### config.mk
export PLATFORM = sky130hd
export DESIGN_NAME = dbin_cell
export DESIGN_NICKNAME = d
export VERILOG_FILES = /design/src/rtl/dbin_pkg.sv /design/src/rtl/dbin_cell.sv
export SDC_FILE = /design/constraint.sdc
export NUM_CORES = 1
export LEC_CHECK = 0
export ABC_AREA = 1
export BUFFER_PORTS_ARGS = -buffer_cell sky130_fd_sc_hd__clkbuf_2
export CORE_MARGIN = 3
export CORE_UTILIZATION = 38
export DETAILED_ROUTE_END_ITERATION = 8
export PLACE_DENSITY = 0.78
export SLEW_MARGIN = 20
export SYNTH_ARGS = -nofsm -noshare
export SYNTH_HDL_FRONTEND = slang
export SYNTH_SLANG_ARGS = --single-unit
### constraint.sdc
create_clock -name clk -period 1 [get_ports clk]
set_clock_uncertainty 0.05 [all_clocks]
set_input_delay 0.05 -clock clk [delete_from_list [all_inputs] [get_ports clk]]
set_output_delay 0.05 -clock clk [all_outputs]
set_load 0.02 [all_outputs]
### src/rtl/dbin_pkg.sv
// shared types and constants for the depth pixel to voxel block binner
// no dependencies

package dbin_pkg;

  // sampling stride and its reciprocal for the stride test
  localparam int SAMPLE_STRIDE = 5;
  localparam int STRIDE_SH     = 26;
  localparam logic [26:0] STRIDE_RECIP =
    27'(((64'd1 << STRIDE_SH) + SAMPLE_STRIDE - 1) / SAMPLE_STRIDE);

  // default dedupe table size
  localparam int TABLE_DEPTH = 64;

  // block grid offset and metre conversion
  localparam logic signed [35:0] GRID_OFFSET_MM = 36'sd3000;
  localparam logic signed [35:0] CORNER_MAX     = 36'sd32767999;
  localparam logic signed [35:0] CORNER_MIN     = -36'sd32768999;
  localparam int                 MM_SH          = 35;
  localparam logic [25:0]        MM_RECIP       = 26'd34359739;

  // magnitude width handled by the remainder unit
  localparam int DVD_W = 35;

  // register indexes
  localparam logic [3:0] CFG_XF_R0_AB  = 4'd0;
  localparam logic [3:0] CFG_XF_R0C_R1A = 4'd1;
  localparam logic [3:0] CFG_XF_R1_BC  = 4'd2;
  localparam logic [3:0] CFG_XF_R2_AB  = 4'd3;
  localparam logic [3:0] CFG_XF_R2C_TX = 4'd4;
  localparam logic [3:0] CFG_XF_TY_TZ  = 4'd5;
  localparam logic [3:0] CFG_BLOCK_SIZE = 4'd6;
  localparam logic [3:0] CFG_MAX_DEPTH = 4'd7;

  typedef logic [47:0] key_t;

  typedef struct packed {
    logic        frame_start;
    logic [11:0] pixel_col;
    logic [11:0] pixel_row;
    logic [15:0] depth_mm;
  } in_t;

  typedef struct packed {
    logic signed [15:0] block_x_m;
    logic signed [15:0] block_y_m;
    logic signed [15:0] block_z_m;
    logic               table_full;
  } out_t;

  // lookup request travelling down the table
  typedef struct packed {
    logic vld;
    logic hit;
    key_t key;
  } probe_t;

endpackage

### src/rtl/dbin_cell.sv
// one entry of the dedupe table: holds a key, checks the passing request
// depends on dbin_pkg

module dbin_cell #(
  parameter int IDX = 0,
  parameter int CW  = 7
) (
  input  logic            clk,
  input  logic            rst_n,
  input  logic            shift_en,
  input  logic [CW-1:0]   count,
  input  dbin_pkg::key_t  key_in,
  output dbin_pkg::key_t  key_out,
  input  dbin_pkg::probe_t probe_in,
  output dbin_pkg::probe_t probe_out
);
  import dbin_pkg::*;

  key_t   key_r;
  probe_t probe_r;
  logic   used;

  // entries below the fill count are live
  assign used = (count > CW'(IDX));

  // key shifts in from the neighbor on insert
  always_ff @(posedge clk) begin
    if (shift_en) begin
      key_r <= key_in;
    end
  end

  // request moves one cell per cycle, collecting a match
  always_ff @(posedge clk) begin
    if (!rst_n) begin
      probe_r.vld <= 1'b0;
    end else begin
      probe_r.vld <= probe_in.vld;
    end
    probe_r.hit <= probe_in.hit | (used && (key_r == probe_in.key));
    probe_r.key <= probe_in.key;
  end

  assign key_out   = key_r;
  assign probe_out = probe_r;

endmodule

* Yosys cells after proc, flatten, opt, wreduce, memory -nomap -nowiden
Cells that the tools add are included.
** Word-level totals
- RAM bits :: 0
- Flip-flop bits (word level) :: 98
- ROM bits :: 0
- Memories :: 0
- Bits in latches :: 0
- Output and inout bits :: 98
** Operators by class
- Equal/unequal tests :: 1
- Multiply operators :: 0
- Add/sub/neg operators :: 0
- Shift-type cells :: 0
- $lt $le $gt $ge :: 1
- Reduce and logical (&&, ||, !) cells :: 1
- Divide/modulo/power cells :: 0
- Mux-type cells :: 0
- Bitwise operators :: 1
** Operator list (count)
- == test 48 bit :: 1
- > comparator 7 x 1 -> 1 bit, second input constant :: 1
- logical AND 1 bit :: 1
- OR 1 bit :: 1

* Logic depth before layout (Yosys ltp)
- Word-level depth :: 3
- Gate-level depth with buffers :: 10

* Least setup slack after synthesis
OpenSTA, ideal clock, no wires.
- Path type :: register -> register
- Start point :: reg key_r[7], in the netlist key_out[7]
- End point :: reg probe_r (netlist bit probe_out[48])
- Stages on the path, launching flop included :: 10
- Arrival :: 1.079 ns
- Required time :: 0.892 ns
- Path buffers :: 0
- Setup time :: 0.058 ns
- Setup slack :: -0.187 ns
- Clock period less this slack :: 1.187 ns
- Path through :: edfxtp_1 -> nand2_1 -> nand2_1 -> nor2_1 -> nand2_1 -> nor2_1 -> nand2_1 -> nor2_1 -> nand2_1 -> nand2_1
** Between the ends
- Cells in the longest elaborated chain, start to end :: 3
** RTL lines
- from (decl) :: line dbin_cell.sv:19 : key_t key_r;
- from (signal assigned) :: line dbin_cell.sv:29 : key_r <= key_in;
- == test 48 bit :: line dbin_cell.sv:40 : probe_r.hit <= probe_in.hit | (used && (key_r == probe_in.key));
- logical AND 1 bit :: line dbin_cell.sv:40
- OR 1 bit :: line dbin_cell.sv:40
- to (decl) :: line dbin_cell.sv:20 : probe_t probe_r;
Every way passes these cells.
A chain may end at the register's enable or synchronous reset.

* Worst setup path after layout
- Start point :: reg key_r[25], in the netlist key_out[25]
- End point :: reg probe_r (netlist bit probe_out[48])
The elaborated chain is that of the path after synthesis.

==> results.json <==
{
  "critPathTopFamily": "simple AND/OR/NAND/NOR gates",
  "antenna_found_initial": 0,
  "grt_pass1_vias": 3726,
  "synth-seq-cells": 98,
  "start_util": 0.396,
  "period_needed_ps": 1420,
  "min_path_cells": 2,
  "critPathMaxFanout": 3,
  "hpwlAfterDp_um": 6710,
  "synth_area_sq_um": 3310,
  "ys.flop_type": "dfxtp_1",
  "p_leak_nw": 3.18,
  "cp-start-kind": "register",
  "violations": "setup timing",
  "wl_per_cell_um": 15.9,
  "clk_latency_ps": 340,
  "syn2layout_area_growth_pct": 93.9,
  "cts_tree": "done",
  "grt_max_degree": 27,
  "p_total_mw": 9.99,
  "cap_violations": 0,
  "crit_path_end_kind": "register",
  "synth_area_per_cell_sq_um": 11.1,
  "grt_remaining_overflow": 0,
  "num_vias": 3350,
  "gp_congestion": 0.780,
  "drive_gt1_frac": 0.389,
  "post-synth-top-count-cell": "nand2_1",
  "grt_usage": 0.229,
  "num_antenna_cells": 0,
  "worstMarginPinSlew_ps": 220,
  "setup_violations": 49,
  "r2r-end": "probe_out[48]",
  "outcome": "finished with violations",
  "post-route-period-util": 1.42,
  "crit_path_frequent_cell": "nand2_1",
  "synth.area.top_cells": "edfxtp_1 44%, dfxtp_1 30%, nand2_1 9.5%",
  "fillCellCount": 477,
  "ff2ff_path_depth": 9,
  "crit_buf_inv": 0,
  "p_per_area_nw_per_um2": 1560,
  "crit_path_max_incr_delay_ps": 440,
  "drt-vias-per-instance": 4.45,
  "required_ps": 1230,
  "fp-row-count": 33,
  "cp_cell_sequence": "nand2_1 -> nand2_1 -> nor2_1 -> nand2_1 -> nor2_1 -> nand2_1 -> nor2_1 -> nand2_1 -> nand2_1",
  "synth_common_cells": "84 x nand2_1, 50 x dfxtp_1, 48 x edfxtp_1, 47 x inv_1, 43 x nor2_1",
  "postSynthCellCount": 297,
  "drv_slew": 0,
  "grt_pass1_wl_um": 17500,
  "cts_root_buffer": "clkbuf_8",
  "layout_setup_ws_ps": -425,
  "max_freq_mhz": 702,
  "yosysWarnings": 0,
  "routed_wl_um": 12000,
  "yosysSeqAreaShare": 0.739,
  "rsz0062_at_grt": "true",
  "hold_viol_final": 0,
  "max-vdd-ir-drop_mv": 0.909,
  "synth_top_area_share": 0.436,
  "yosysTopAreaCell": "edfxtp_1",
  "clkTransAtPathRegs_ps": 100,
  "cts_buffers": 9,
  "drc": 0,
  "yosysUniqueCellTypes": 9,
  "cp_slowest_cell": "edfxtp_1",
  "clockBufferDepth": 2,
  "final_util": 0.769,
  "min_to": "key_out[39]",
  "worstPathArrival_ps": 1660,
  "core_region_area_sq_um": 8340,
  "hp-start": "shift_en",
  "r2r-start": "key_out[25]",
  "htree_levels": 3,
  "portBuffers": 205,
  "drt_pre_antenna_iters": 4,
  "criticalPathCategory": "register to register",
  "ios": 206,
  "syn-num-nets": 405,
  "cts_sinks": 98,
  "synth_edf_count": 48,
  "async_reset_ff_frac": 0,
  "nets": 751,
  "reg2reg_setup_slack_ps": -420,
  "die_w_um": 99.3,
  "drtIter0Drc": 80,
  "antenna_left": 0,
  "hold_class": "input port to register",
  "die_h_um": 99.3,
  "die-area_sq_um": 9860,
  "slew_headroom": 0.852
}
[power breakdown]
part           leakage (nW)  total, mW  internal [mW]  switching, mW
Sequential            0.892       4.67           4.50          0.178
Clock                 0.131       3.28           1.92           1.36
Combinational          2.16       2.04           1.10          0.939
Total                  3.18       9.99           7.51           2.48
[layer usage]
metal / wire length (um) / global-route usage / vias up
li1: - / - / 1594
met1: 3930 / 0.216 / 1548
met2: 6790 / 0.455 / 172
met3: 832 / 0.0708 / 36
met4: 454 / 0.0851 / 0
met5: 0 / 0 / -
[cell type report]
type                            count  area [sq um]  share of cell area
Timing Repair Buffer              335          2710               0.422
Sequential cell                    98          2440               0.381
Multi-Input combinational cell    152           691               0.108
Inverter                           47           176              0.0275
Clock inverter                      7           141              0.0220
Tap cell                          105           131              0.0205
Clock buffer                        9           124              0.0193
[flip-flops by register name (all words and copies together) (netlist names)]
| register | count |
|---|---|
| probe_out | 50 |
| key_out | 48 |
[kinds of logic after synthesis]
| logic type | after synthesis | share of synthesized area |
|---|---|---|
| simple gates | 129 | 0.147 |
| flops | 98 | 0.739 |
| buf+inv | 47 | 0.0533 |
| xor+xnor | 23 | 0.0609 |
[layout by cell type, fill, tap and decap left out, drive strengths merged]
master,synthesis,routed
clkbuf,0,166
dlygate4sd3,0,99
nand2,84,84
buf,0,79
dfxtp,50,50
edfxtp,48,48
inv,47,47
nor2,43,43
xnor2,22,22
bufinv,0,4
clkinv,0,3
nor3,1,1
xor2,1,1
nand3,1,1
[metrics by stage]
step	instance area (sq um)	instances	TNS (ps)	hold WS, ps	worst slack, ps
6_report	6410	753	-5390	134	-425
5_1_grt	6410	753	-7880	129	-572
4_1_cts	6230	753	-6690	110	-314
3_5_place_dp	4720	638	-321	132	-321
3_3_place_gp	4720	638	-275	130	-275
2_1_floorplan	3310	297	-185	27.7	-185
[repair_timing]
action                     in CTS  in global routing
pin swaps                       0                  2
buffers inserted                0                  6
hold endpoints to repair       98                  0
setup endpoints to repair      49                 53
resized for setup              59                 94
hold buffers                   99                  0
[how the worst max path moves through the flow]
stage,from,to,cells past startpoint
floorplan,key_out[10],probe_out[48],9
global placement,key_out[37],probe_out[48],9
detailed placement,key_out[37],probe_out[48],9
CTS,key_out[37],probe_out[48],9
global route,key_out[21],probe_out[48],10
finish,key_out[25],probe_out[48],9
Power figures use the tool's default switching activity.
