File: src/rtl/dbin_pkg.sv
// shared types and constants for the depth pixel to voxel block binner
// no dependencies

package dbin_pkg;

  // sampling stride and its reciprocal for the stride test
  localparam int SAMPLE_STRIDE = 5;
  localparam int STRIDE_SH     = 26;
  localparam logic [26:0] STRIDE_RECIP =
    27'(((64'd1 << STRIDE_SH) + SAMPLE_STRIDE - 1) / SAMPLE_STRIDE);

  // default dedupe table size
  localparam int TABLE_DEPTH = 64;

  // block grid offset and metre conversion
  localparam logic signed [35:0] GRID_OFFSET_MM = 36'sd3000;
  localparam logic signed [35:0] CORNER_MAX     = 36'sd32767999;
  localparam logic signed [35:0] CORNER_MIN     = -36'sd32768999;
  localparam int                 MM_SH          = 35;
  localparam logic [25:0]        MM_RECIP       = 26'd34359739;

  // magnitude width handled by the remainder unit
  localparam int DVD_W = 35;

  // register indexes
  localparam logic [3:0] CFG_XF_R0_AB  = 4'd0;
  localparam logic [3:0] CFG_XF_R0C_R1A = 4'd1;
  localparam logic [3:0] CFG_XF_R1_BC  = 4'd2;
  localparam logic [3:0] CFG_XF_R2_AB  = 4'd3;
  localparam logic [3:0] CFG_XF_R2C_TX = 4'd4;
  localparam logic [3:0] CFG_XF_TY_TZ  = 4'd5;
  localparam logic [3:0] CFG_BLOCK_SIZE = 4'd6;
  localparam logic [3:0] CFG_MAX_DEPTH = 4'd7;

  typedef logic [47:0] key_t;

  typedef struct packed {
    logic        frame_start;
    logic [11:0] pixel_col;
    logic [11:0] pixel_row;
    logic [15:0] depth_mm;
  } in_t;

  typedef struct packed {
    logic signed [15:0] block_x_m;
    logic signed [15:0] block_y_m;
    logic signed [15:0] block_z_m;
    logic               table_full;
  } out_t;

  // lookup request travelling down the table
  typedef struct packed {
    logic vld;
    logic hit;
    key_t key;
  } probe_t;

endpackage

File: src/rtl/dbin_rem.sv
// iterative remainder unit, one quotient bit per cycle
// depends on dbin_pkg

module dbin_rem (
  input  logic                       clk,
  input  logic                       rst_n,
  input  logic                       start,
  input  logic [dbin_pkg::DVD_W-1:0] dividend,
  input  logic [15:0]                divisor,
  output logic                       done,
  output logic [15:0]                rem
);
  import dbin_pkg::*;

  localparam int CNT_W = $clog2(DVD_W + 1);

  logic [DVD_W-1:0] dvd_r;
  logic [16:0]      rem_r;
  logic [CNT_W-1:0] cnt_r;
  logic             done_r;
  logic [16:0]      trial;

  assign trial = {rem_r[15:0], dvd_r[DVD_W-1]};

  // restoring shift and subtract
  always_ff @(posedge clk) begin
    if (!rst_n) begin
      cnt_r  <= '0;
      done_r <= 1'b0;
    end else if (start) begin
      cnt_r  <= CNT_W'(DVD_W);
      done_r <= 1'b0;
      dvd_r  <= dividend;
      rem_r  <= '0;
    end else if (cnt_r != '0) begin
      cnt_r  <= cnt_r - 1'b1;
      done_r <= (cnt_r == CNT_W'(1));
      dvd_r  <= {dvd_r[DVD_W-2:0], 1'b0};
      if (trial >= {1'b0, divisor}) begin
        rem_r <= trial - {1'b0, divisor};
      end else begin
        rem_r <= trial;
      end
    end else begin
      done_r <= 1'b0;
    end
  end

  assign done = done_r;
  assign rem  = rem_r[15:0];

endmodule
File: config.mk
export PLATFORM = sky130hd
export DESIGN_NAME = dbin_rem
export DESIGN_NICKNAME = d
export VERILOG_FILES = /design/src/rtl/dbin_pkg.sv /design/src/rtl/dbin_rem.sv
export SDC_FILE = /design/constraint.sdc
export NUM_CORES = 1
export LEC_CHECK = 0
export BUFFER_PORTS_ARGS = -buffer_cell sky130_fd_sc_hd__buf_2
export CAP_MARGIN = 30
export CORE_AREA = 4 4 87 89
export DETAILED_ROUTE_END_ITERATION = 10
export DIE_AREA = 0 0 91 93
export PLACE_DENSITY = 0.83
export SYNTH_ARGS = -nofsm -noshare
export SYNTH_HDL_FRONTEND = slang
export SYNTH_SLANG_ARGS = --single-unit
File: constraint.sdc
create_clock -name clk -period 2.35 [get_ports clk]
set_input_delay 0 -clock clk [delete_from_list [all_inputs] [get_ports clk]]
set_output_delay 0 -clock clk [all_outputs]
set_load 0.05 [all_outputs]
# --- Yosys cells after proc, flatten, opt, wreduce, memory -nomap -nowiden ---
# Index checks and enable logic that the tools add are counted.
op_classes:
  n_addsub: 2
  order_cmp: 1
  bitwise: 2
  n_eq_ne: 1
  n_reduce_logical: 5
  mux: 6
op_table:
  columns: ["operator", "count"]
  rows:
  - ["$mux 35", 2]
  - ["$mux 16", 2]
  - ["$ge 17x16->1", 1]
  - ["$sub 16x16->16", 1]
  - ["$mux 6", 2]
  - ["$eq 6x1->1 const B", 1]
  - ["$reduce_bool 6->1", 1]
  - ["$sub 6x1->6 const B", 1]
  - ["$reduce_or 3->1", 1]
  - ["$not 1->1", 2]
  - ["$reduce_and 2->1", 1]
  - ["$reduce_bool 2->1", 1]
  - ["$reduce_or 2->1", 1]
totals:
  reg_bits: 58
  elab_cells: 22
  in_bits: 54

# --- Longest topological paths before layout ---
# Gate-level depths: netlist of run 1.
logic_depth:
  ltp_word: 3
  mapped_depth: 11
  mapped_depth_nobuf: 11

# --- Least setup slack after synthesis of run 1 ---
# OpenSTA, ideal clock, no wires.
synth_timing:
  path_type: "register to register"
  start: "reg rem_r[0]"
  end: "reg rem_r[14] (data pin)"
  slack_ns: -0.376
  stages_incl_launch_ff: 9
  t_arrival_ns: 2.473
  required_time_ns: 2.096
  cell_sequence: "edfxtp_1 -> fa_1 -> a21o_2 -> a221oi_4 -> o21ai_2 -> a311o_1 -> a21oi_2 -> xnor2_1 -> a21o_1"
synth_between:
  elab_chain_cells: 3
  word_cells_on_any_way: 4
  classes_between: "add/sub (1); order compare (1); mux (2)"
synth_lines:
  columns: ["element", "line_no", "source"]
  rows:
  - ["start, declared", "dbin_rem.sv:18", "logic [16:0] rem_r;"]
  - ["start signal, assigned", "dbin_rem.sv:40", "rem_r <= trial - {1'b0, divisor};"]
  - ["start signal, assigned", "dbin_rem.sv:42", "rem_r <= trial;"]
  - ["$sub 16x16->16 or $ge 17x16->1 (tied branches)", "dbin_rem.sv:40, dbin_rem.sv:39", null]
  - ["$mux 16 *", "dbin_rem.sv:39", "if (trial >= {1'b0, divisor}) begin"]
  - ["$mux 16 *", "dbin_rem.sv:35", "end else if (cnt_r != '0) begin"]
# Every way passes the cells marked *; elsewhere a longest branch is shown, timed or not. The select of a mux whose other input is x is not followed.
# A chain may end at the register's enable or synchronous reset.

# --- Worst setup path after layout of run 1 ---
layout_timing:
  start: "reg dvd_r[34]"
  end: "reg rem_r[14] (data pin)"
layout_between:
  elab_chain_cells: 3
  word_cells_on_any_way: 4
  classes_between: "add/sub (1); order compare (1); mux (2)"
layout_lines:
  columns: ["element", "line_no", "source"]
  rows:
  - ["start, declared", "dbin_rem.sv:17", "logic [DVD_W-1:0] dvd_r;"]
  - ["start signal, assigned", "dbin_rem.sv:33", "dvd_r <= dividend;"]
  - ["start signal, assigned", "dbin_rem.sv:38", "dvd_r <= {dvd_r[DVD_W-2:0], 1'b0};"]
  - ["$sub 16x16->16 or $ge 17x16->1 (tied branches)", "dbin_rem.sv:40, dbin_rem.sv:39", null]
  - ["$mux 16 *", "dbin_rem.sv:39", null]
  - ["$mux 16 *", "dbin_rem.sv:35", null]
# Marks and branches as above.

==> results of run 1 <==
flip-flops by register name, summed over array words and instances (netlist names):
| signal | flops |
|---|---|
| rem_r | 16 |
| cnt_r | 6 |
| done | 1 |
| dvd_r | 35 |
critical path, cell delays in order, from the launching register on:
cell and delay (ns):
sky130_fd_sc_hd__edfxtp_1 0.38, sky130_fd_sc_hd__inv_1 0.07, sky130_fd_sc_hd__ha_2 0.17, sky130_fd_sc_hd__inv_2 0.04
sky130_fd_sc_hd__fa_2 0.36, sky130_fd_sc_hd__a21o_4 0.22, sky130_fd_sc_hd__a221oi_4 0.27, sky130_fd_sc_hd__o21ai_2 0.09
sky130_fd_sc_hd__a311o_1 0.31, sky130_fd_sc_hd__a21oi_2 0.15, sky130_fd_sc_hd__xnor2_1 0.08, sky130_fd_sc_hd__a21o_1 0.15
kinds of logic (layout without fill, tap and decap cells):
group	count (synthesis)	after routing
and+or+nand+nor	77	77
DFF	58	58
xor gates and xnor gates	14	14
adders and majority gates	20	20
AOI/OAI and AO/OA	61	61
muxes	34	34
buffers and inverters	33	184
cells in the mapped netlist (all sizes together) (7+ instances only):
master	n
mux2	34
nand3	7
a21oi	25
ha	19
inv	24
a21o	7
dfxtp	7
o21ai	9
nand2	33
edfxtp	51
nor2	15
xnor2	11
metal layers:
metal,share of wire [%],vias to the layer above,GRT usage [%]
met5,0,-,0
met2,53,109,36.30
met4,1.8,0,6.784
li1,-,1376,-
met3,6.7,19,5.471
met1,38,1311,22.81
power by group:
part	switching [W]	internal [W]
sequential	0.0000768	0.00129
clock	0.000400	0.000544
combinational	0.000894	0.000805
placed cells by master (no fill, tap or decap), types with 3 or more instances in the layout:
| master | n |
|---|---|
| sky130_fd_sc_hd__buf_2 | 70 |
| sky130_fd_sc_hd__edfxtp_1 | 51 |
| sky130_fd_sc_hd__dlygate4sd3_1 | 36 |
| sky130_fd_sc_hd__mux2_2 | 34 |
| sky130_fd_sc_hd__buf_4 | 32 |
| sky130_fd_sc_hd__nand2_1 | 31 |
| sky130_fd_sc_hd__inv_1 | 23 |
| sky130_fd_sc_hd__a21oi_1 | 17 |
| sky130_fd_sc_hd__nor2_1 | 15 |
| sky130_fd_sc_hd__ha_1 | 12 |
| sky130_fd_sc_hd__xnor2_1 | 11 |
| sky130_fd_sc_hd__clkbuf_8 | 11 |
| sky130_fd_sc_hd__dfxtp_1 | 7 |
| sky130_fd_sc_hd__a21oi_2 | 6 |
| sky130_fd_sc_hd__ha_4 | 6 |
| sky130_fd_sc_hd__o21ai_0 | 5 |
| sky130_fd_sc_hd__a21o_1 | 4 |
| sky130_fd_sc_hd__nand3_1 | 4 |
| sky130_fd_sc_hd__nor3_1 | 4 |
| sky130_fd_sc_hd__a21boi_0 | 4 |
| sky130_fd_sc_hd__nand4_1 | 3 |
| sky130_fd_sc_hd__nand3_2 | 3 |
| sky130_fd_sc_hd__o21a_1 | 3 |
| sky130_fd_sc_hd__xor2_1 | 3 |
| sky130_fd_sc_hd__buf_6 | 3 |
layout make-up:
| class | instances | area [µm²] | share of cell area [%] |
|---|---|---|---|
| Inverter | 24 | 90.09 | 1.855 |
| Clock buffer | 13 | 158.9 | 3.272 |
| Sequential cell | 58 | 1672 | 34.42 |
| Clock inverter | 3 | 38.79 | 0.7986 |
| Timing Repair Buffer | 144 | 1050 | 21.61 |
| Multi-Input combinational cell | 206 | 1748 | 35.99 |
| Tap cell | 80 | 100.1 | 2.061 |
through the flow:
| step | total power, W | setup TNS, ns | instances | util (%) | area (µm²) |
|---|---|---|---|---|---|
| floorplan | 0.002352 | -1.195 | 297 | - | 3407 |
| global placement | 0.002761 | -0.3310 | 469 | 60.13 | 4063 |
| detailed placement | 0.002801 | -0.6373 | 469 | 60.13 | 4063 |
| CTS | 0.003828 | -0.6611 | 525 | 69.39 | 4688 |
| global route | 0.004230 | -1.817 | 528 | 71.89 | 4857 |
| finish | 0.004012 | -0.5397 | 528 | 71.89 | 4857 |
worst min-delay path by stage:
stage | start | to | cells after the start
after detailed placement | dividend[0] | dvd_r[0]$_SDFFCE_PN0P_ | 2
after CTS | start | rem_r[11]$_SDFFCE_PP0P_ | 2
final | divisor[0] | rem_r[0]$_SDFFCE_PP0P_ | 3
after global routing | divisor[0] | rem_r[0]$_SDFFCE_PP0P_ | 3
after global placement | dividend[0] | dvd_r[0]$_SDFFCE_PN0P_ | 2
after floorplan | rst_n | cnt_r[0]$_SDFFE_PN0N_ | 1
repair_timing:
| action | in CTS | in global routing |
|---|---|---|
| resized for setup | 6 | 25 |
| pin swaps | 7 | 17 |
| hold buffers | 36 | 0 |
| endpoints found under the hold margin | 38 | 0 |
| cloned | 0 | 1 |
| endpoints found under the setup margin | 8 | 15 |
| buffers inserted | 4 | 3 |
==> results by group, run 1 <==
Cells and area
  – Final nets: 517
  – Fraction of layout instances using a drive strength above 1: between 40 and 50%
  – Area added between synthesis and finish: 45.23%
  – Number of antenna repair diodes: 0
  – Layout fillers: about 480

Synthesis
  – Total of warnings raised by yosys: 0
  – Cell type with the largest total area after synthesis: sky130_fd_sc_hd__edfxtp_1
  – Commonest register cell after synthesis: sky130_fd_sc_hd__edfxtp_1
  – Proportion of synthesized flip-flops having asynchronous set or reset: 0%
  – Area share of the leading cell type in the synthesized netlist: a little under half
  – Mapped Nets: ~370
  – Share of synthesized area spent on multiplexers: a little under an eighth
  – Compound-Gate Fraction of Synth Area: between 10% and 20%
  – Post-Synthesis Mean Instance Area: around 11 µm²
  – Yosys reg bits: 58
  – Adder-cell share of the synthesized area: slightly below 8%
  – Share of synthesized area occupied by flip-flops and latches: about half
  – Largest cells by area after synthesis: sky130_fd_sc_hd__edfxtp_1 46%, sky130_fd_sc_hd__mux2_2 11%, sky130_fd_sc_hd__ha_1 7.1%
  – Gate count of the mapped netlist: between 200 and 300
  – Dominant combinational cell family by area after synthesis: compound AO/OA/AOI/OAI gates
  – Total standard cell area after synthesis: ~3300 µm²
  – Area share of and/or/nand/nor cells after synthesis: a little over a tenth
  – Number of synthesized flops with an enable pin: 51
  – Number of distinct standard cells referenced by the synthesized netlist: between 40 and 50
  – Post-Synth XOR/XNOR Area: 3.666%

STA
  – Unrepaired setup endpoints after global routing: true
  – Slew @ Worst Pin: a little under 0.6 ns
  – Highest achievable clock rate: 394.6 MHz
  – Worst setup slack after layout: -0.1840 ns
  – Remaining max-slew budget at the tightest pin: 60.59%
  – Share of the clock period used by the worst path after layout: 107.8%
  – Count of final max-slew check failures: 0
  – Setup violation total in the final timing report: 5
  – Final hold viol count: 0
  – Worst setup skew after layout: roughly 0.0096 ns
  – Crit path time final: ~2.5 ns
  – Worst slack on hold paths: between 0.15 and 0.2 ns

Setup path
  – Element type at the critical path start: flip-flop
  – Depth of the worst register-to-register path: 11
  – Flop2flop setup slack: -0.18 ns
  – Arrival time reported for the critical path endpoint: around 2.6 ns
  – Endpoint of the most critical register-to-register path: rem_r[14]$_SDFFCE_PP0P_
  – Critical path required time: between 2 and 2.5 ns
  – Path type of the worst setup path: flip-flop to flip-flop
  – Worst-path maximum fanout: 2
  – CP Launch Point: dvd_r[34]$_DFFE_PP_
  – Launching point of the worst reg2reg path: dvd_r[34]$_DFFE_PP_
  – Worst Setup EP: rem_r[14]$_SDFFCE_PP0P_
  – Kind of end point of the critical path: flip-flop

GRT
  – Number of global-route vias before repair: between 2000 and 3000
  – Antenna violations before repair: 0
  – Grt ovf: 0
  – Wire length of the first global-routing pass: approximately 13 mm
  – Pin count of the biggest net entering global routing: 36
  – Global router's overall resource usage: approximately 20%

Status
  – Failing checks: setup timing
  – Run status: finished, violations left

Clock network
  – Clock sink count: 58
  – Clock insertion delay at the later pin of the skew report: between 0.3 and 0.4 ns
  – CTS tree: done
  – Clk Tree Root Cell: sky130_fd_sc_hd__clkbuf_8
  – H-tree depth: 3
  – Max Buffers Root-to-Sink: 2
  – Number of CTS-inserted buffers: 9
  – Reg clk slew, reported paths: ~0.07 ns

Placed design
  – Port-buffer cells: 70
  – Routability cong.: approximately 0.87
  – Final HPWL from detailed placement: ~5.3 mm
  – Worst setup timing slack at the placement stage: -0.2281 ns

Power
  – Max IR drop VDD: 0.4379 mV
  – Pleak: approximately 2.1 nW
  – Power density relative to cell area: ~830 nW/µm²

Routing
  – Starting DRC count in detailed routing: around 110
  – Routed wirelength normalized by instance count: around 16 µm
  – Number of iterations in the first detailed-routing pass: 7
  – Total vias in the final route: approximately 2800
  – DRC: 0
  – Final ANT Viol Nets: 0
  – Vias per cell: about 5.3
  – Post-detailed-routing wire length: ~8.6 mm

Floorplan
  – Height of the die: between 90 and 100 µm
  – I/O pin count: a little over 70
  – Initial Util: about half
  – Standard-cell row count: 30
  – Area of the placeable core: around 6800 µm²
  – Die Footprint: 8463 µm²
  – Die Width: slightly above 90 µm

Flow run
  – Number of max-cap violations: 0

Min path
  – Class of the worst hold path: input pin to flip-flop
Note: power is estimated with default switching activity, not from simulation.
==> run 2, diff against run 1 <==
- ABC_AREA: not set -> 1
- CORE_AREA: 4 4 87 89 -> 4 4 92 94
- DIE_AREA: 0 0 91 93 -> 0 0 96 98
==> run 2 against run 1 <==
Count of clock-buffer cells in the layout decreased by 3. Core utilization decreased by 8.3 points. Die area grew 11%. Sequential power barely moved. Via count grew 29%. Wire length rose by 18%. Critical path type unchanged. Clock power is 4.9% lower. The run now ends clean. Register-to-register slack better by 0.34 ns. Largest cell class unchanged.
==> results by group, run 2 <==
Status
  – Run status: completed

Clock network
  – H-tree depth: 3 (unchanged)
  – Reg clk slew, reported paths: 0.08 ns (about the same)
  – Max Buffers Root-to-Sink: 2 (unchanged)
  – Number of CTS-inserted buffers: 9 (unchanged)
  – Clock insertion delay at the later pin of the skew report: 0.34 ns (about the same)
  – CTS tree: done
  – Clock sink count: 58 (unchanged)
  – Clk Tree Root Cell: sky130_fd_sc_hd__clkbuf_8

Setup path
  – Element type at the critical path start: flip-flop
  – CP peak stage delay: 0.42 ns (+0.04 ns)
  – Cell type of the slowest stage on the worst timing path: sky130_fd_sc_hd__edfxtp_1
  – Cells along the critical path: ha_1, nand2_1, nor2_1, nand3_2, nand3_2, nand2_4, nand2_4, inv_4, nor2_1, nor2_1
  – Arrival time reported for the critical path endpoint: 2.28 ns (-0.34 ns)
  – Depth of the worst register-to-register path: 10 (-1)
  – Crit path max-delay family: simple AND/OR/NAND/NOR gates
  – Flop2flop setup slack: 0.16 ns (+0.34 ns)
  – Worst-path maximum fanout: 14 (+12)
  – Endpoint of the most critical register-to-register path: rem_r[4]$_SDFFCE_PP0P_
  – Top cell by count, worst path: sky130_fd_sc_hd__nor2_1
  – Critical path required time: 2.44 ns (about the same)
  – Kind of end point of the critical path: flip-flop
  – Path type of the worst setup path: flip-flop to flip-flop
  – Count of buffering cells on the critical path with inverters included: 1 (-1)
  – Launching point of the worst reg2reg path: rem_r[5]$_SDFFCE_PP0P_

STA
  – Count of final max-slew check failures: 0 (unchanged)
  – Worst slack on hold paths: 0.06431 ns (-0.1076 ns)
  – Crit path time final: 2.192 ns (-0.3420 ns)
  – Unrepaired setup endpoints after global routing: false
  – Final hold viol count: 0 (unchanged)
  – Highest achievable clock rate: 456.2 MHz (+16%)
  – Share of the clock period used by the worst path after layout: 93.28% (-15 points)
  – Worst setup slack after layout: 0.1580 ns (+0.3420 ns)
  – Setup violation total in the final timing report: 0 (-5)
  – Slew @ Worst Pin: 0.9010 ns (+0.3098 ns)
  – Total negative slack: 0 ns (+0.5397 ns)
  – Worst setup skew after layout: 0.01543 ns (+0.005877 ns)
  – Remaining max-slew budget at the tightest pin: 39.87% (-21 points)

Floorplan
  – Height of the die: 98 µm (+5.4%)
  – Area of the placeable core: 7647 µm² (+13%)
  – Standard-cell row count: 32 (+6.7%)
  – Die Width: 96 µm (+5.5%)
  – I/O pin count: 71 (unchanged)
  – Initial Util: 50.00% (+0.50 points)
  – Die Footprint: 9408 µm² (+11%)

Placed design
  – Number of placed instances with taps included: 694 (+48%)
  – Routability cong.: 0.9473 (+8.6%)
  – Port-buffer cells: 70 (unchanged)
  – Final HPWL from detailed placement: 6.610 mm (+24%)
  – Worst setup timing slack at the placement stage: 0.06058 ns (+0.2887 ns)

GRT
  – Wire length of the first global-routing pass: 16.15 mm (+20%)
  – Pin count of the biggest net entering global routing: 54 (+50%)
  – Antenna violations before repair: 0 (unchanged)
  – Grt ovf: 0 (unchanged)
  – Global router's overall resource usage: 22.02% (+2.0 points)
  – Number of global-route vias before repair: 3515 (+20%)

Power
  – Max IR drop VDD: 0.4413 mV (+0.76%)
  – Overall Power: 0.003491 W (-13%)
  – Pleak: 2.617 nW (+26%)
  – Combinational fraction of design power: 36.0% (-6.3 points)
  – Switching fraction of total power: 37.22% (+3.0 points)
  – Fraction of power consumed by sequential logic: 38.2% (+4.1 points)
  – Power density relative to cell area: 718.1 nW/µm² (-13%)
  – Internal power consumption: 0.002192 W (-17%)
  – P_sw: 0.001299 W (-5.3%)
  – Fraction of power consumed by the clock network: 25.7% (+2.2 points)

Synthesis
  – Number of distinct standard cells referenced by the synthesized netlist: 28 (-38%)
  – Total of warnings raised by yosys: 0 (unchanged)
  – Area share of and/or/nand/nor cells after synthesis: 36.13% (+25 points)
  – Most used standard cells in the synthesized netlist: 222 x sky130_fd_sc_hd__nand2_1, 82 x sky130_fd_sc_hd__inv_1, 52 x sky130_fd_sc_hd__nor2_1, 51 x sky130_fd_sc_hd__edfxtp_1, 32 x sky130_fd_sc_hd__nand3_1
  – Post-Synthesis Mean Instance Area: 7.242 µm² (-36%)
  – Gate count of the mapped netlist: 528 (+78%)
  – Share of synthesized area spent on multiplexers: 0% (-11 points)
  – Mapped Nets: 602 (+62%)
  – Number of synthesized flops with an enable pin: 51 (unchanged)
  – Post-Synth XOR/XNOR Area: 1.832% (-1.8 points)
  – Proportion of synthesized flip-flops having asynchronous set or reset: 0% (unchanged)
  – Total standard cell area after synthesis: 3824 µm² (+14%)
  – Cell with the most instances after synthesis: sky130_fd_sc_hd__nand2_1
  – Share of synthesized area occupied by flip-flops and latches: 43.72% (-6.3 points)
  – Yosys reg bits: 58 (unchanged)
  – Area share of the leading cell type in the synthesized netlist: 40.05% (-5.7 points)
  – Adder-cell share of the synthesized area: 6.741% (-0.97 points)
  – Compound-Gate Fraction of Synth Area: 1.702% (-11 points)
  – Largest cells by area after synthesis: sky130_fd_sc_hd__edfxtp_1 40%, sky130_fd_sc_hd__nand2_1 22%, sky130_fd_sc_hd__inv_1 8.0%
  – Commonest register cell after synthesis: sky130_fd_sc_hd__edfxtp_1
  – Cell type with the largest total area after synthesis: sky130_fd_sc_hd__edfxtp_1
  – Dominant combinational cell family by area after synthesis: simple AND/OR/NAND/NOR gates

Min path
  – End of the worst hold path: cnt_r[1]$_SDFFE_PN0N_
  – Beginning of the worst hold path: start
  – Class of the worst hold path: input pin to flip-flop
  – Number of cells on the worst hold path: 3 (unchanged)

Routing
  – DRC: 0 (unchanged)
  – Number of iterations in the first detailed-routing pass: 4 (-3)
  – Starting DRC count in detailed routing: 230 (+110%)
  – Final ANT Viol Nets: 0 (unchanged)
  – Post-detailed-routing wire length: 10.11 mm (+18%)
  – Total vias in the final route: 3644 (+29%)
  – Vias per cell: 4.865 (-8.7%)
  – Routed wirelength normalized by instance count: 13.50 µm (-17%)

Cells and area
  – Fraction of layout instances using a drive strength above 1: 17.31% (-27 points)
  – Layout fillers: 654 (+37%)
  – Registers with the highest flip-flop counts: dvd_r (35), rem_r (16), cnt_r (6)
  – Top library cells by usage in the layout, fill and taps aside: 222 x sky130_fd_sc_hd__nand2_1, 82 x sky130_fd_sc_hd__inv_1, 70 x sky130_fd_sc_hd__buf_2
  – Area added between synthesis and finish: 27.13%
  – Non-filler cells, final: 749 (+42%)
  – Final nets: 716 (+38%)
  – Flip-flop count of the largest register, all copies and words added: 35 (unchanged)
  – Number of antenna repair diodes: 0 (unchanged)
  – Most frequent standard cell in the layout excluding fill and tap cells: sky130_fd_sc_hd__nand2_1
  – Reg with most FFs: dvd_r

Flow run
  – Number of max-cap violations: 0 (unchanged)
[run 2: cell count changes after synthesis, sizes merged, moves of 5 or more]
cell | before | now
nor2 | 15 | 57
a21oi | 25 | 11
o21ai | 9 | 2
buf | 3 | 8
nand2 | 33 | 225
xnor2 | 11 | 3
inv | 24 | 84
nand3 | 7 | 34
mux2 | 34 | 0
a21o | 7 | 0
[run 2: how the worst max path moves through the flow]
stage	from	endpoint	depth (start not counted)
2_1_floorplan	rem_r[7]$_SDFFCE_PP0P_	rem_r[13]$_SDFFCE_PP0P_	11
3_3_place_gp	rem_r[11]$_SDFFCE_PP0P_	rem_r[8]$_SDFFCE_PP0P_	12
3_5_place_dp	cnt_r[0]$_SDFFE_PN0N_	rem_r[13]$_SDFFCE_PP0P_	6
4_1_cts	cnt_r[1]$_SDFFE_PN0N_	rem_r[9]$_SDFFCE_PP0P_	6
5_1_grt	rem_r[11]$_SDFFCE_PP0P_	rem_r[4]$_SDFFCE_PP0P_	10
6_report	rem_r[5]$_SDFFCE_PP0P_	rem_r[4]$_SDFFCE_PP0P_	10
[run 2: power groups by stage]
stage / sequential [W] / combinational [W] / clock, W
finish: 0.00134 / 0.00126 / 0.000898
global route: 0.00135 / 0.00140 / 0.000955
CTS: 0.00133 / 0.00123 / 0.000893
detailed placement: 0.00136 / 0.00118 / 0
global placement: 0.00135 / 0.00115 / 0
floorplan: 0.00150 / 0.000738 / 0
[run 2: through the flow]
step / util, % / area, µm²
detailed placement: 56.12 / 4292
CTS: 63.25 / 4837
floorplan: - / 3831
finish: 63.56 / 4861
global route: 63.56 / 4861
global placement: 56.12 / 4292
[run 2: per-layer routing]
layer	share of wire [%]	vias to the layer above	global-route usage, %	wire, µm
met5	0	-	0	0
met4	2.0	0	7.877	206
met3	7.7	20	4.931	777
met2	50	135	37.44	5007
met1	41	1630	26.97	4116
li1	-	1859	-	-
[run 2: cells by family after synthesis]
family                     Yosys count
and+or+nand+nor                    333
AOI/OAI and AO/OA                   13
xor gates and xnor gates             8
buffers and inverters               96
DFF                                 58
adders and majority gates           20
[run 2: final cells by class]
cell class	instances	area [µm²]	area share, %
inverter	84	317.8	6.538
timing repair buffer	114	770.7	15.86
clock inverter	6	57.56	1.184
clock buffer	10	127.6	2.625
multi-input combinational	375	1788	36.78
sequential	58	1672	34.39
tap	102	127.6	2.625
[run 2: timing repair]
action	4_1_cts	5_1_grt
resized for setup	0	1
hold endpoints to repair	38	0
buffers inserted	0	2
hold buffers	36	0
endpoints found under the setup margin	0	29
[run 2: worst min-delay path: cells and delay by family]
family          cells  cell delay (ns)
simple gates        1             0.11
compound gates      1             0.16
buf+inv             1             0.10
